**config.mk**
```make
export PLATFORM = sky130hd
export DESIGN_NAME = roman_numeral_to_binary_flat
export DESIGN_NICKNAME = d
export VERILOG_FILES = /design/src/hdl/rn2b_pkg.sv /design/src/hdl/rn2b_ifs.sv /design/src/hdl/roman_numeral_to_binary.sv /design/src/flat_wrapper.sv
export SDC_FILE = /design/constraint.sdc
export NUM_CORES = 1
export LEC_CHECK = 0
export BUFFER_PORTS_ARGS = -buffer_cell sky130_fd_sc_hd__buf_2
export CELL_PAD_IN_SITES_DETAIL_PLACEMENT = 1
export CELL_PAD_IN_SITES_GLOBAL_PLACEMENT = 1
export CORE_ASPECT_RATIO = 0.7
export CORE_MARGIN = 4
export CORE_UTILIZATION = 42
export CTS_BUF_LIST = sky130_fd_sc_hd__clkbuf_16
export DETAILED_ROUTE_END_ITERATION = 8
export PLACE_DENSITY = 0.73
export SETUP_SLACK_MARGIN = 0.5
export SLEW_MARGIN = 20
export SYNTH_ARGS = -nofsm -noshare
export SYNTH_HDL_FRONTEND = slang
export SYNTH_SLANG_ARGS = --single-unit
```
**constraint.sdc**
```tcl
create_clock -name clk -period 6.45 [get_ports clk]
set_input_delay 1.29 -clock clk [delete_from_list [all_inputs] [get_ports clk]]
set_output_delay 1.29 -clock clk [all_outputs]
set_load 0.1 [all_outputs]
```
**src/hdl/rn2b_pkg.sv**
```systemverilog
// ----------------------------------------------------------------------------
// rn2b_pkg
// Symbol codes, error codes and helper functions of the Roman numeral decoder.
// ----------------------------------------------------------------------------
package rn2b_pkg;

  localparam int CHAR_W  = 8;
  localparam int VALUE_W = 16;
  localparam int ERR_W   = 3;
  localparam int SYM_W   = 3;
  localparam int SVAL_W  = 10;
  localparam int RUN_W   = 3;

  localparam logic [VALUE_W-1:0] TOTAL_MAX = {VALUE_W{1'b1}};
  localparam logic [RUN_W-1:0]   RUN_INIT  = RUN_W'(1);
  localparam logic [RUN_W-1:0]   RUN_MAX   = {RUN_W{1'b1}};
  localparam logic [RUN_W-1:0]   RUN_LIMIT = RUN_W'(3);

  // Symbol codes, ordered by value.
  localparam logic [SYM_W-1:0] SYM_I = 3'd0;
  localparam logic [SYM_W-1:0] SYM_V = 3'd1;
  localparam logic [SYM_W-1:0] SYM_X = 3'd2;
  localparam logic [SYM_W-1:0] SYM_L = 3'd3;
  localparam logic [SYM_W-1:0] SYM_C = 3'd4;
  localparam logic [SYM_W-1:0] SYM_D = 3'd5;
  localparam logic [SYM_W-1:0] SYM_M = 3'd6;

  // Result error codes.
  localparam logic [ERR_W-1:0] ERR_NONE       = 3'd0;
  localparam logic [ERR_W-1:0] ERR_BAD_CHAR   = 3'd1;
  localparam logic [ERR_W-1:0] ERR_SUB_REPEAT = 3'd2;
  localparam logic [ERR_W-1:0] ERR_BAD_PAIR   = 3'd3;
  localparam logic [ERR_W-1:0] ERR_REPEAT_VLD = 3'd4;
  localparam logic [ERR_W-1:0] ERR_OVER_THREE = 3'd5;

  typedef struct packed {
    logic             ok;
    logic [SYM_W-1:0] code;
  } sym_dec_t;

  function automatic sym_dec_t decode_symbol(logic [CHAR_W-1:0] c);
    sym_dec_t d;
    d.ok   = 1'b1;
    d.code = SYM_I;
    case (c)
      8'h49: d.code = SYM_I;
      8'h56: d.code = SYM_V;
      8'h58: d.code = SYM_X;
      8'h4C: d.code = SYM_L;
      8'h43: d.code = SYM_C;
      8'h44: d.code = SYM_D;
      8'h4D: d.code = SYM_M;
      default: d.ok = 1'b0;
    endcase
    return d;
  endfunction

  function automatic logic [SVAL_W-1:0] sym_value(logic [SYM_W-1:0] s);
    logic [SVAL_W-1:0] v;
    case (s)
      SYM_I: v = SVAL_W'(1);
      SYM_V: v = SVAL_W'(5);
      SYM_X: v = SVAL_W'(10);
      SYM_L: v = SVAL_W'(50);
      SYM_C: v = SVAL_W'(100);
      SYM_D: v = SVAL_W'(500);
      SYM_M: v = SVAL_W'(1000);
      default: v = '0;
    endcase
    return v;
  endfunction

  function automatic logic [VALUE_W-1:0] sat_add(logic [VALUE_W-1:0] a,
                                                 logic [SVAL_W-1:0] b);
    logic [VALUE_W:0] sum;
    sum = {1'b0, a} + {{(VALUE_W+1-SVAL_W){1'b0}}, b};
    return sum[VALUE_W] ? TOTAL_MAX : sum[VALUE_W-1:0];
  endfunction

endpackage

```
**src/hdl/rn2b_ifs.sv**
```systemverilog
// ----------------------------------------------------------------------------
// rn2b channel interfaces
// Valid/ready channels for numeral characters and for decoded results.
// ----------------------------------------------------------------------------
interface rn2b_sym_if;
  logic                         valid;
  logic                         ready;
  logic [rn2b_pkg::CHAR_W-1:0]  char_code;
  logic                         last_char;

  modport source (output valid, output char_code, output last_char, input ready);
  modport sink   (input valid, input char_code, input last_char, output ready);
endinterface

interface rn2b_res_if;
  logic                          valid;
  logic                          ready;
  logic [rn2b_pkg::VALUE_W-1:0]  value;
  logic [rn2b_pkg::ERR_W-1:0]    error_code;

  modport source (output valid, output value, output error_code, input ready);
  modport sink   (input valid, input value, input error_code, output ready);
endinterface

```
**src/hdl/roman_numeral_to_binary.sv**
```systemverilog
// ----------------------------------------------------------------------------
// roman_numeral_to_binary
// Decodes a Roman numeral streamed one ASCII character per request.
// ----------------------------------------------------------------------------
// Usage:
//   symbols carries one character per request (char_code, last_char).
//   results carries one request per numeral, issued for the character that
//   has last_char set: the decoded value, or 0 with a nonzero error_code.
//   Characters without last_char produce no result.
// Timing:
//   One character is taken every cycle while the input register is not held
//   by a waiting final character. A character is decoded and the total
//   updated while it sits in the input register, and its result is then
//   loaded into the output register, where it becomes visible.
// Stalls:
//   While results is stalled, the held result stays stable; characters that
//   do not end a numeral keep flowing, and only a second final character
//   waits in the input register until the output register is taken.
// Reset:
//   rst clears both registers' valid flags and the decoder state; after a
//   final character the state returns to its reset value for the next numeral.
// ----------------------------------------------------------------------------
module roman_numeral_to_binary (
  input logic         clk,
  input logic         rst,
  rn2b_sym_if.sink    symbols,
  rn2b_res_if.source  results
);

  // Input register.
  logic                             in_vld;
  logic [rn2b_pkg::CHAR_W-1:0]      in_char;
  logic                             in_last;

  // Decoder state.
  logic [rn2b_pkg::SYM_W-1:0]       pend_sym;
  logic                             pend_vld;
  logic [rn2b_pkg::RUN_W-1:0]       run_count;
  logic [rn2b_pkg::VALUE_W-1:0]     total;
  logic                             bad_char;
  logic [rn2b_pkg::ERR_W-1:0]       order_err;

  logic [rn2b_pkg::SYM_W-1:0]       pend_sym_next;
  logic                             pend_vld_next;
  logic [rn2b_pkg::RUN_W-1:0]       run_count_next;
  logic [rn2b_pkg::VALUE_W-1:0]     total_next;
  logic                             bad_char_next;
  logic [rn2b_pkg::ERR_W-1:0]       order_err_next;

  // Output register.
  logic                             out_vld;
  logic [rn2b_pkg::VALUE_W-1:0]     out_value;
  logic [rn2b_pkg::ERR_W-1:0]       out_err;

  rn2b_pkg::sym_dec_t               dec;
  logic [rn2b_pkg::SVAL_W-1:0]      add_step;
  logic [rn2b_pkg::SVAL_W-1:0]      add_final;
  logic [rn2b_pkg::VALUE_W-1:0]     total_final;
  logic [rn2b_pkg::ERR_W-1:0]       res_err;
  logic [rn2b_pkg::VALUE_W-1:0]     res_value;
  logic                             pair_ok;
  logic                             advance;

  // A character without a result never waits; a final one needs room.
  assign advance       = in_vld && (!in_last || !out_vld || results.ready);
  assign symbols.ready = !in_vld || advance;

  assign results.valid      = out_vld;
  assign results.value      = out_value;
  assign results.error_code = out_err;

  always_comb begin
    dec            = rn2b_pkg::decode_symbol(in_char);
    pend_sym_next  = pend_sym;
    pend_vld_next  = pend_vld;
    run_count_next = run_count;
    bad_char_next  = bad_char;
    order_err_next = order_err;
    add_step       = '0;
    pair_ok        = !pend_sym[0] &&
                     (({1'b0, dec.code} == {1'b0, pend_sym} + 4'd1) ||
                      ({1'b0, dec.code} == {1'b0, pend_sym} + 4'd2));

    if (!dec.ok) begin
      bad_char_next = 1'b1;
    end else if (!pend_vld) begin
      pend_sym_next = dec.code;
      pend_vld_next = 1'b1;
    end else if (pend_sym < dec.code) begin
      // Subtractive pair consumes both symbols.
      if (order_err == rn2b_pkg::ERR_NONE) begin
        if (run_count > rn2b_pkg::RUN_INIT) begin
          order_err_next = rn2b_pkg::ERR_SUB_REPEAT;
        end else if (!pair_ok) begin
          order_err_next = rn2b_pkg::ERR_BAD_PAIR;
        end
      end
      add_step       = rn2b_pkg::sym_value(dec.code) - rn2b_pkg::sym_value(pend_sym);
      run_count_next = rn2b_pkg::RUN_INIT;
      pend_vld_next  = 1'b0;
    end else begin
      add_step = rn2b_pkg::sym_value(pend_sym);
      if (pend_sym == dec.code) begin
        if (run_count != rn2b_pkg::RUN_MAX) begin
          run_count_next = run_count + rn2b_pkg::RUN_W'(1);
        end
        if (order_err == rn2b_pkg::ERR_NONE) begin
          if (pend_sym[0]) begin
            order_err_next = rn2b_pkg::ERR_REPEAT_VLD;
          end else if (run_count_next > rn2b_pkg::RUN_LIMIT) begin
            order_err_next = rn2b_pkg::ERR_OVER_THREE;
          end
        end
      end else begin
        run_count_next = rn2b_pkg::RUN_INIT;
      end
      pend_sym_next = dec.code;
      pend_vld_next = 1'b1;
    end

    total_next  = rn2b_pkg::sat_add(total, add_step);
    add_final   = pend_vld_next ? rn2b_pkg::sym_value(pend_sym_next) : '0;
    total_final = rn2b_pkg::sat_add(total_next, add_final);
    res_err     = bad_char_next ? rn2b_pkg::ERR_BAD_CHAR : order_err_next;
    res_value   = (res_err == rn2b_pkg::ERR_NONE) ? total_final : '0;
  end

  always_ff @(posedge clk) begin
    if (rst) begin
      in_vld <= 1'b0;
    end else if (symbols.ready) begin
      in_vld <= symbols.valid;
    end
    if (symbols.valid && symbols.ready) begin
      in_char <= symbols.char_code;
      in_last <= symbols.last_char;
    end
  end

  always_ff @(posedge clk) begin
    if (rst || (advance && in_last)) begin
      pend_sym  <= rn2b_pkg::SYM_I;
      pend_vld  <= 1'b0;
      run_count <= rn2b_pkg::RUN_INIT;
      total     <= '0;
      bad_char  <= 1'b0;
      order_err <= rn2b_pkg::ERR_NONE;
    end else if (advance) begin
      pend_sym  <= pend_sym_next;
      pend_vld  <= pend_vld_next;
      run_count <= run_count_next;
      total     <= total_next;
      bad_char  <= bad_char_next;
      order_err <= order_err_next;
    end
  end

  always_ff @(posedge clk) begin
    if (rst) begin
      out_vld <= 1'b0;
    end else if (advance && in_last) begin
      out_vld <= 1'b1;
    end else if (results.ready) begin
      out_vld <= 1'b0;
    end
    if (advance && in_last) begin
      out_value <= res_value;
      out_err   <= res_err;
    end
  end

endmodule

```
**src/flat_wrapper.sv**
```systemverilog
// flat-port wrapper written by rule: the top's interface ports become plain ports
module roman_numeral_to_binary_flat 
  (clk, rst, symbols_valid, symbols_char_code, symbols_last_char, symbols_ready, results_valid, results_value, results_error_code, results_ready);
  rn2b_sym_if symbols_i ();
  rn2b_res_if results_i ();
  input logic clk;
  input logic rst;
  input wire logic [$bits(symbols_i.valid)-1:0] symbols_valid;
  input wire logic [$bits(symbols_i.char_code)-1:0] symbols_char_code;
  input wire logic [$bits(symbols_i.last_char)-1:0] symbols_last_char;
  output wire logic [$bits(symbols_i.ready)-1:0] symbols_ready;
  output wire logic [$bits(results_i.valid)-1:0] results_valid;
  output wire logic [$bits(results_i.value)-1:0] results_value;
  output wire logic [$bits(results_i.error_code)-1:0] results_error_code;
  input wire logic [$bits(results_i.ready)-1:0] results_ready;
  assign symbols_i.valid = symbols_valid;
  assign symbols_i.char_code = symbols_char_code;
  assign symbols_i.last_char = symbols_last_char;
  assign symbols_ready = symbols_i.ready;
  assign results_valid = results_i.valid;
  assign results_value = results_i.value;
  assign results_error_code = results_i.error_code;
  assign results_i.ready = results_ready;
  roman_numeral_to_binary u_core (.clk(clk), .rst(rst), .symbols(symbols_i), .results(results_i));
endmodule
```
==> impl_metrics.csv, run 1 <==
group,metric,value,unit
power_and_ir_drop,cellInternalPower,0.7883,mW
yosys,synth.cell_area,0.004621,sq mm
layout,insertedDiodeCount,0,
setup_path,cp.buffers_inverters,5,
detailed_routing,totalWireLength,16860,microns
setup_path,critical_path.endpoint_type,"register",
detailed_routing,antenna_left,0,
setup_path,crit_type,"register to register",
yosys,ys_types,68,
timing,finalWorstPathRequiredPeriod,6441,ps
grt,grt.total_usage,0.2573,
clock_network,clock_root_buffer,"sky130_fd_sc_hd__clkbuf_16",
power_and_ir_drop,power_per_standard_cell_area,174.8,mW/mm^2
clock_network,clk_pin_slew,60,ps
placement,hpwlAfterDp,10960,microns
power_and_ir_drop,comb_power_share,0.170,
power_and_ir_drop,ir_drop,0.1545,mV
setup_path,path_delay_family,"compound AO/OA/AOI/OAI gates",
clock_network,tritoncts.num_buffers,9,
setup_path,crit_path_start_kind,"register",
outcome,status,"finished clean",
clock_network,clock_sinks,57,
setup_path,cpMaxStageDelayCell,"sky130_fd_sc_hd__edfxtp_1",
placement,gp_congestion,0.9055,
yosys,synth_flop_cell,"sky130_fd_sc_hd__dfxtp_1",
die,core_area,0.01055,sq mm
layout,areaGrowthSynthToFinish,35.31,%
placement,placed_area,0.005241,sq mm
grt,antenna_found_initial,0,
power_and_ir_drop,p_sw_frac,0.2786,
detailed_routing,post_drt_wl_per_cell,20.46,microns
die,std_cell_rows,31,
power_and_ir_drop,power.share.sequential,0.365,
layout,utilization,0.5926,
die,die_x,133.4,microns
layout,cell_area_after_layout,0.006252,sq mm
flow_run,maxCapViolations,0,
yosys,synth_sequential_area_ratio,0.3076,
timing,timing_max_transition_violations_final,0,
timing,postLayoutSetupSlackWorst,8.690,ps
detailed_routing,drt-vias-per-instance,5.867,
layout,layout.cells.most_common_list,"79 x sky130_fd_sc_hd__nor2_1, 76 x sky130_fd_sc_hd__buf_4, 35 x sky130_fd_sc_hd__nand2_1, 35 x sky130_fd_sc_hd__a21oi_1, 33 x sky130_fd_sc_hd__buf_2",
timing,rsz0062_at_grt,"true",
grt,first_global_vias,4917,
detailed_routing,drtPass1Iterations,5,
die,die_area,0.01277,sq mm
timing,post_route_setup_tns,0,ps
timing,timing.hold.ws,477.9,ps
die,boundaryPins,34,
clock_network,clk-insertion-delay-late,340,ps
die,chipHeight,95.76,microns
layout,finish.net_count,726,
placement,number_of_buffers_added_on_ports,33,
timing,timing.clock.skew,12.38,ps
detailed_routing,vias,4834,
yosys,syn-mean-instance-area,8.193,sq um
min_path,worst_hold_path_type,"register to register",
grt,wire_length_of_the_first_global_routing_pass,26050,microns
yosys,postSynth.asyncResetShare,0,
timing,hold_violations,0,
timing,slew_headroom,0.3906,
clock_network,cts_hold_buffers,0,
placement,preCtsSetupSlack,-508.6,ps
grt,grt.overflow.total,0,
clock_network,tritoncts,"yes",
timing,worst_pin_slew,914.1,ps
setup_path,worst_ep_required_time,6490,ps
yosys,flops_latches_synth,57,
timing,period_share,0.9987,
setup_path,critPathArrivalTime,6480,ps
layout,final_common_cell,"sky130_fd_sc_hd__nor2_1",
setup_path,worst-path-max-fanout,5,
layout,drive_above_1_share,0.3328,
grt,grt_start_max_net_pins,28,
die,initial_core_util,0.4380,
clock_network,clk_path_buf_depth,2,
yosys,post_synth_inst_count,564,
detailed_routing,met3RoutedLength,897,microns
detailed_routing,drc_errors,0,
yosys,yosysWarningCount,0,
yosys,synth_enable_flop_cells,28,
detailed_routing,initialDrtViolationCount,341,
detailed_routing,wire_length_on_met1,7929,microns
yosys,synthesis.nets,619,
detailed_routing,top_routing_layer_used,"met4",
clock_network,htree_levels,3,
setup_path,critical-path-max-stage-delay,500,ps
power_and_ir_drop,p_leak,2.528,nW
power_and_ir_drop,switching_power,0.3044,mW
power_and_ir_drop,portion_of_total_power_attributed_to_the_clock_network,0.465,
detailed_routing,detailroute.wirelength.met2,7781,microns
timing,finalSetupViolCount,0,
timing,achievable-frequency,0.1552,GHz
## power groups by stage
stage | clock (mW) | sequential, mW | combinational [mW]
2_1_floorplan | 0 | 0.413 | 0.0897
3_3_place_gp | 0 | 0.405 | 0.137
3_5_place_dp | 0 | 0.406 | 0.141
4_1_cts | 0.517 | 0.398 | 0.164
5_1_grt | 0.533 | 0.400 | 0.200
6_report | 0.508 | 0.399 | 0.186
## per-stage QoR
step / power [mW] / cells
after floorplan: 0.5029 / 564
after global placement: 0.5417 / 760
after detailed placement: 0.5465 / 760
after CTS: 1.079 / 812
after global routing: 1.133 / 824
final: 1.093 / 824
## registers in the layout (all words and copies together) (netlist names), 3 cells and up
| signal | count |
|---|---|
| u_core.results.value | 16 |
| u_core.total | 16 |
| u_core.in_char | 8 |
| u_core.order_err | 3 |
| u_core.pend_sym | 3 |
| u_core.results.error_code | 3 |
| u_core.run_count | 3 |
## layer usage
layer,track usage,vias to the layer above
li1,-,2257
met1,0.3523,2403
met2,0.4253,145
met3,0.05538,29
met4,0.05137,0
met5,0,-
## worst paths after layout
kind	from	to	cells after the start	slack (ps)
worst max-delay path	u_core.in_char[0]	u_core.results.value[12]	29	9
worst min-delay path	u_core.total[8]	u_core.total[8]	2	480
worst max register to register	u_core.in_char[0]	u_core.results.value[12]	29	9
worst min register to register	u_core.total[8]	u_core.total[8]	2	480
## tightest hold or removal path, cell delays in order, from the launching register on
cell and delay (ps):
sky130_fd_sc_hd__dfxtp_1 310, sky130_fd_sc_hd__nand2_1 60, sky130_fd_sc_hd__a21oi_1 60
## what timing repair did
action	CTS	global route
gates resized for setup	40	35
setup buffers	36	12
setup endpoints to repair	16	16
pin swaps	24	15
## synthesized netlist by cell type (6+ instances only)
library cell	instances	area (sq um)
sky130_fd_sc_hd__nor2_1	82	307.8
sky130_fd_sc_hd__a21oi_1	43	215.2
sky130_fd_sc_hd__ha_1	39	488.0
sky130_fd_sc_hd__nand2_1	37	138.9
sky130_fd_sc_hd__inv_1	30	112.6
sky130_fd_sc_hd__nor3_1	30	150.1
sky130_fd_sc_hd__dfxtp_1	29	580.6
sky130_fd_sc_hd__edfxtp_1	28	840.8
sky130_fd_sc_hd__o21ai_0	26	130.1
sky130_fd_sc_hd__a211oi_1	16	120.1
sky130_fd_sc_hd__xor2_1	13	113.9
sky130_fd_sc_hd__nand2b_1	12	75.07
sky130_fd_sc_hd__clkbuf_1	11	41.29
sky130_fd_sc_hd__a21oi_2	10	87.58
sky130_fd_sc_hd__nor2b_1	10	62.56
sky130_fd_sc_hd__or2_2	10	62.56
sky130_fd_sc_hd__a21o_1	9	67.56
sky130_fd_sc_hd__nand3_1	9	45.04
sky130_fd_sc_hd__a211o_1	7	61.31
sky130_fd_sc_hd__o21a_1	7	52.55
sky130_fd_sc_hd__xnor2_1	7	61.31
sky130_fd_sc_hd__a31oi_1	6	37.54
sky130_fd_sc_hd__buf_2	6	30.03
## area by class of cell
class	count	area (sq um)
clock inverters	6	63.81
inverters	30	115.1
multi-input cells	454	3349
well taps	148	185.2
fillers	1256	4298
repair buffers	119	865.8
flip-flops and latches	57	1423
clock buffers	10	250.2
## kinds of logic after synthesis
group           Yosys count  share of synthesized area
compound gates          157                     0.2296
mux                       8                    0.01868
flops                    57                     0.3076
fa+ha+maj                42                     0.1186
xor+xnor                 20                    0.03791
simple gates            227                     0.2402
buf+inv                  53                    0.04739
Note: power is estimated with default switching activity, not from simulation.
==> run 2: changes to the inputs <==
- CELL_PAD_IN_SITES_DETAIL_PLACEMENT: 1 -> 2
- CELL_PAD_IN_SITES_GLOBAL_PLACEMENT: 1 -> 2
- CORE_UTILIZATION: 42 -> 34
- PLACE_DENSITY: 0.73 -> 0.74
==> run 2 against run 1 <==
The flow now finishes with violations (negative setup slack). Clock skew barely moved. Highest routed layer unchanged. Critical endpoint is now u_core.results.value[15]. Largest power group unchanged. First-iteration DRC count rose by 3.5%. Critical path type unchanged. Total power rose by 4.0%. Setup slack got worse by 250 ps. Clock-buffer cell count fell by 1. Sequential power barely moved.
==> impl_metrics.csv, run 2 (synthesized netlist as in run 1, its figures left out) <==
group,metric,value,unit
timing,timing_max_transition_violations_final,0,
timing,achievable-frequency,0.1495,GHz
clock_network,htree_levels,3,
clock_network,clk_path_buf_depth,2,
setup_path,r2r_slack,-240,ps
placement,preCtsSetupSlack,-303.2,ps
grt,antenna_found_initial,0,
clock_network,clock_root_buffer,"sky130_fd_sc_hd__clkbuf_16",
layout,final_common_cell,"sky130_fd_sc_hd__nor2_1",
power_and_ir_drop,p_leak,2.500,nW
min_path,worst_hold_path_type,"register to register",
timing,period_share,1.037,
die,chipHeight,105.5,microns
timing,slew_headroom,0.3202,
setup_path,rr_startpoint,"u_core.pend_sym[1]",
timing,timing.clock.skew,11.96,ps
timing,worst_pin_slew,1020,ps
timing,finalSetupViolCount,16,
layout,ff_latch_area,0.001423,sq mm
clock_network,tritoncts,"yes",
placement,hpwlAfterDp,12630,microns
placement,number_of_buffers_added_on_ports,33,
min_path,timing.hold.worst_path_depth,2,
detailed_routing,drc_errors,0,
setup_path,path_common_cell,"sky130_fd_sc_hd__nor2_1",
outcome,failed_checks,"negative setup slack",
layout,multi_input_comb_area,0.003440,sq mm
clock_network,clk-insertion-delay-late,360,ps
setup_path,critical_path.endpoint_type,"register",
die,boundaryPins,34,
grt,wire_length_of_the_first_global_routing_pass,30930,microns
layout,finish.net_count,717,
placement,gp_congestion,0.8406,
setup_path,crit_type,"register to register",
clock_network,clock_sinks,57,
clock_network,clk_pin_slew,60,ps
timing,post_route_setup_tns,-2883,ps
die,std_cell_rows,35,
setup_path,cp.buffers_inverters,5,
grt,grt.total_usage,0.2546,
layout,layout.cells.most_common_list,"78 x sky130_fd_sc_hd__nor2_1, 68 x sky130_fd_sc_hd__buf_4, 33 x sky130_fd_sc_hd__nand2_1, 33 x sky130_fd_sc_hd__buf_2, 32 x sky130_fd_sc_hd__a21oi_1",
layout,drive_above_1_share,0.3418,
timing,postLayoutSetupSlackWorst,-239.8,ps
power_and_ir_drop,ir_drop,0.1655,mV
setup_path,critPathArrivalTime,6760,ps
detailed_routing,drtPass1Iterations,5,
die,initial_core_util,0.3494,
die,die_area,0.01555,sq mm
timing,timing.hold.ws,492.5,ps
setup_path,path_delay_family,"compound AO/OA/AOI/OAI gates",
power_and_ir_drop,post_route_total_power,1.137,mW
timing,hold_violations,0,
layout,insertedDiodeCount,0,
setup_path,r2r-end,"u_core.results.value[15]",
detailed_routing,vias,5088,
timing,finalWorstPathRequiredPeriod,6690,ps
layout,fillerInstances,1444,
die,die_x,147.3,microns
detailed_routing,antenna_left,0,
grt,grt_start_max_net_pins,28,
setup_path,worst_ep_required_time,6520,ps
min_path,worst_hold_startpoint,"u_core.total[8]",
detailed_routing,post_drt_wl_per_cell,28.96,microns
setup_path,critical-path-max-stage-delay,410,ps
layout,areaGrowthSynthToFinish,36.72,%
detailed_routing,initialDrtViolationCount,353,
flow_run,maxCapViolations,0,
detailed_routing,totalWireLength,24680,microns
clock_network,tritoncts.num_buffers,9,
setup_path,worst-path-max-fanout,6,
clock_network,cts_hold_buffers,0,
setup_path,rr_worst_depth,31,
min_path,holdPathEnd,"u_core.total[8]",
detailed_routing,drt-vias-per-instance,5.972,
die,core_area,0.01323,sq mm
grt,grt.overflow.total,0,
setup_path,crit_path_start_kind,"register",
timing,rsz0062_at_grt,"true",
outcome,status,"finished with violations",
grt,first_global_vias,5348,
setup_path,cpMaxStageDelayCell,"sky130_fd_sc_hd__dfxtp_1",
power_and_ir_drop,power_per_standard_cell_area,179.9,mW/mm^2
## run 2: worst reg2reg max path: cells and delay by family, from the launching register on
kind / cells / cell delay, ps
adders and majority gates: 6 / 1870
AOI/OAI and AO/OA: 10 / 2330
xor gates and xnor gates: 1 / 180
and+or+nand+nor: 9 / 1110
buffers and inverters: 5 / 520
DFF: 1 / 410
## run 2: final cells by class
type | count | share of cell area
Multi-Input combinational cell | 454 | 0.5445
Inverter | 30 | 0.01783
Clock buffer | 9 | 0.03565
Sequential cell | 57 | 0.2252
Tap cell | 185 | 0.03664
Clock inverter | 7 | 0.01367
Timing Repair Buffer | 110 | 0.1266
## run 2: worst max path at each step
| stage | startpoint | end | slack, ps | cells past startpoint |
|---|---|---|---|---|
| 6_report | u_core.pend_sym[1] | u_core.results.value[15] | -240 | 31 |
| 5_1_grt | u_core.in_char[2] | u_core.results.value[13] | -360 | 27 |
| 4_1_cts | u_core.in_char[1] | u_core.results.value[12] | 350 | 31 |
| 3_5_place_dp | u_core.pend_sym[0] | u_core.results.value[12] | -300 | 29 |
| 3_3_place_gp | u_core.pend_sym[0] | u_core.results.value[13] | -60 | 25 |
| 2_1_floorplan | u_core.in_char[2] | u_core.results.value[7] | 310 | 33 |
## run 2: layer usage
metal,share of wire,vias up,global-route usage
li1,-,2231,-
met1,0.43,2615,0.3352
met2,0.48,186,0.4359
met3,0.053,56,0.03997
met4,0.031,0,0.06782
met5,0,-,0
## run 2: repair_timing
item | CTS | global route
pin swaps | 23 | 26
gates cloned | 0 | 1
resized for setup | 47 | 49
buffers inserted | 25 | 18
hold endpoints to repair | 0 | 0
endpoints found under the setup margin | 16 | 16
## run 2: per-stage QoR
stage	std cells	utilization	instance area [sq um]
3_3_place_gp	792	0.3970	5250
5_1_grt	852	0.4777	6317
3_5_place_dp	792	0.3970	5250
2_1_floorplan	564	-	4723
6_report	852	0.4777	6317
4_1_cts	833	0.4491	5939
## run 2: power breakdown
group,internal (mW),switching (mW)
Combinational,0.0682,0.125
Sequential,0.390,0.0117
Clock,0.336,0.207
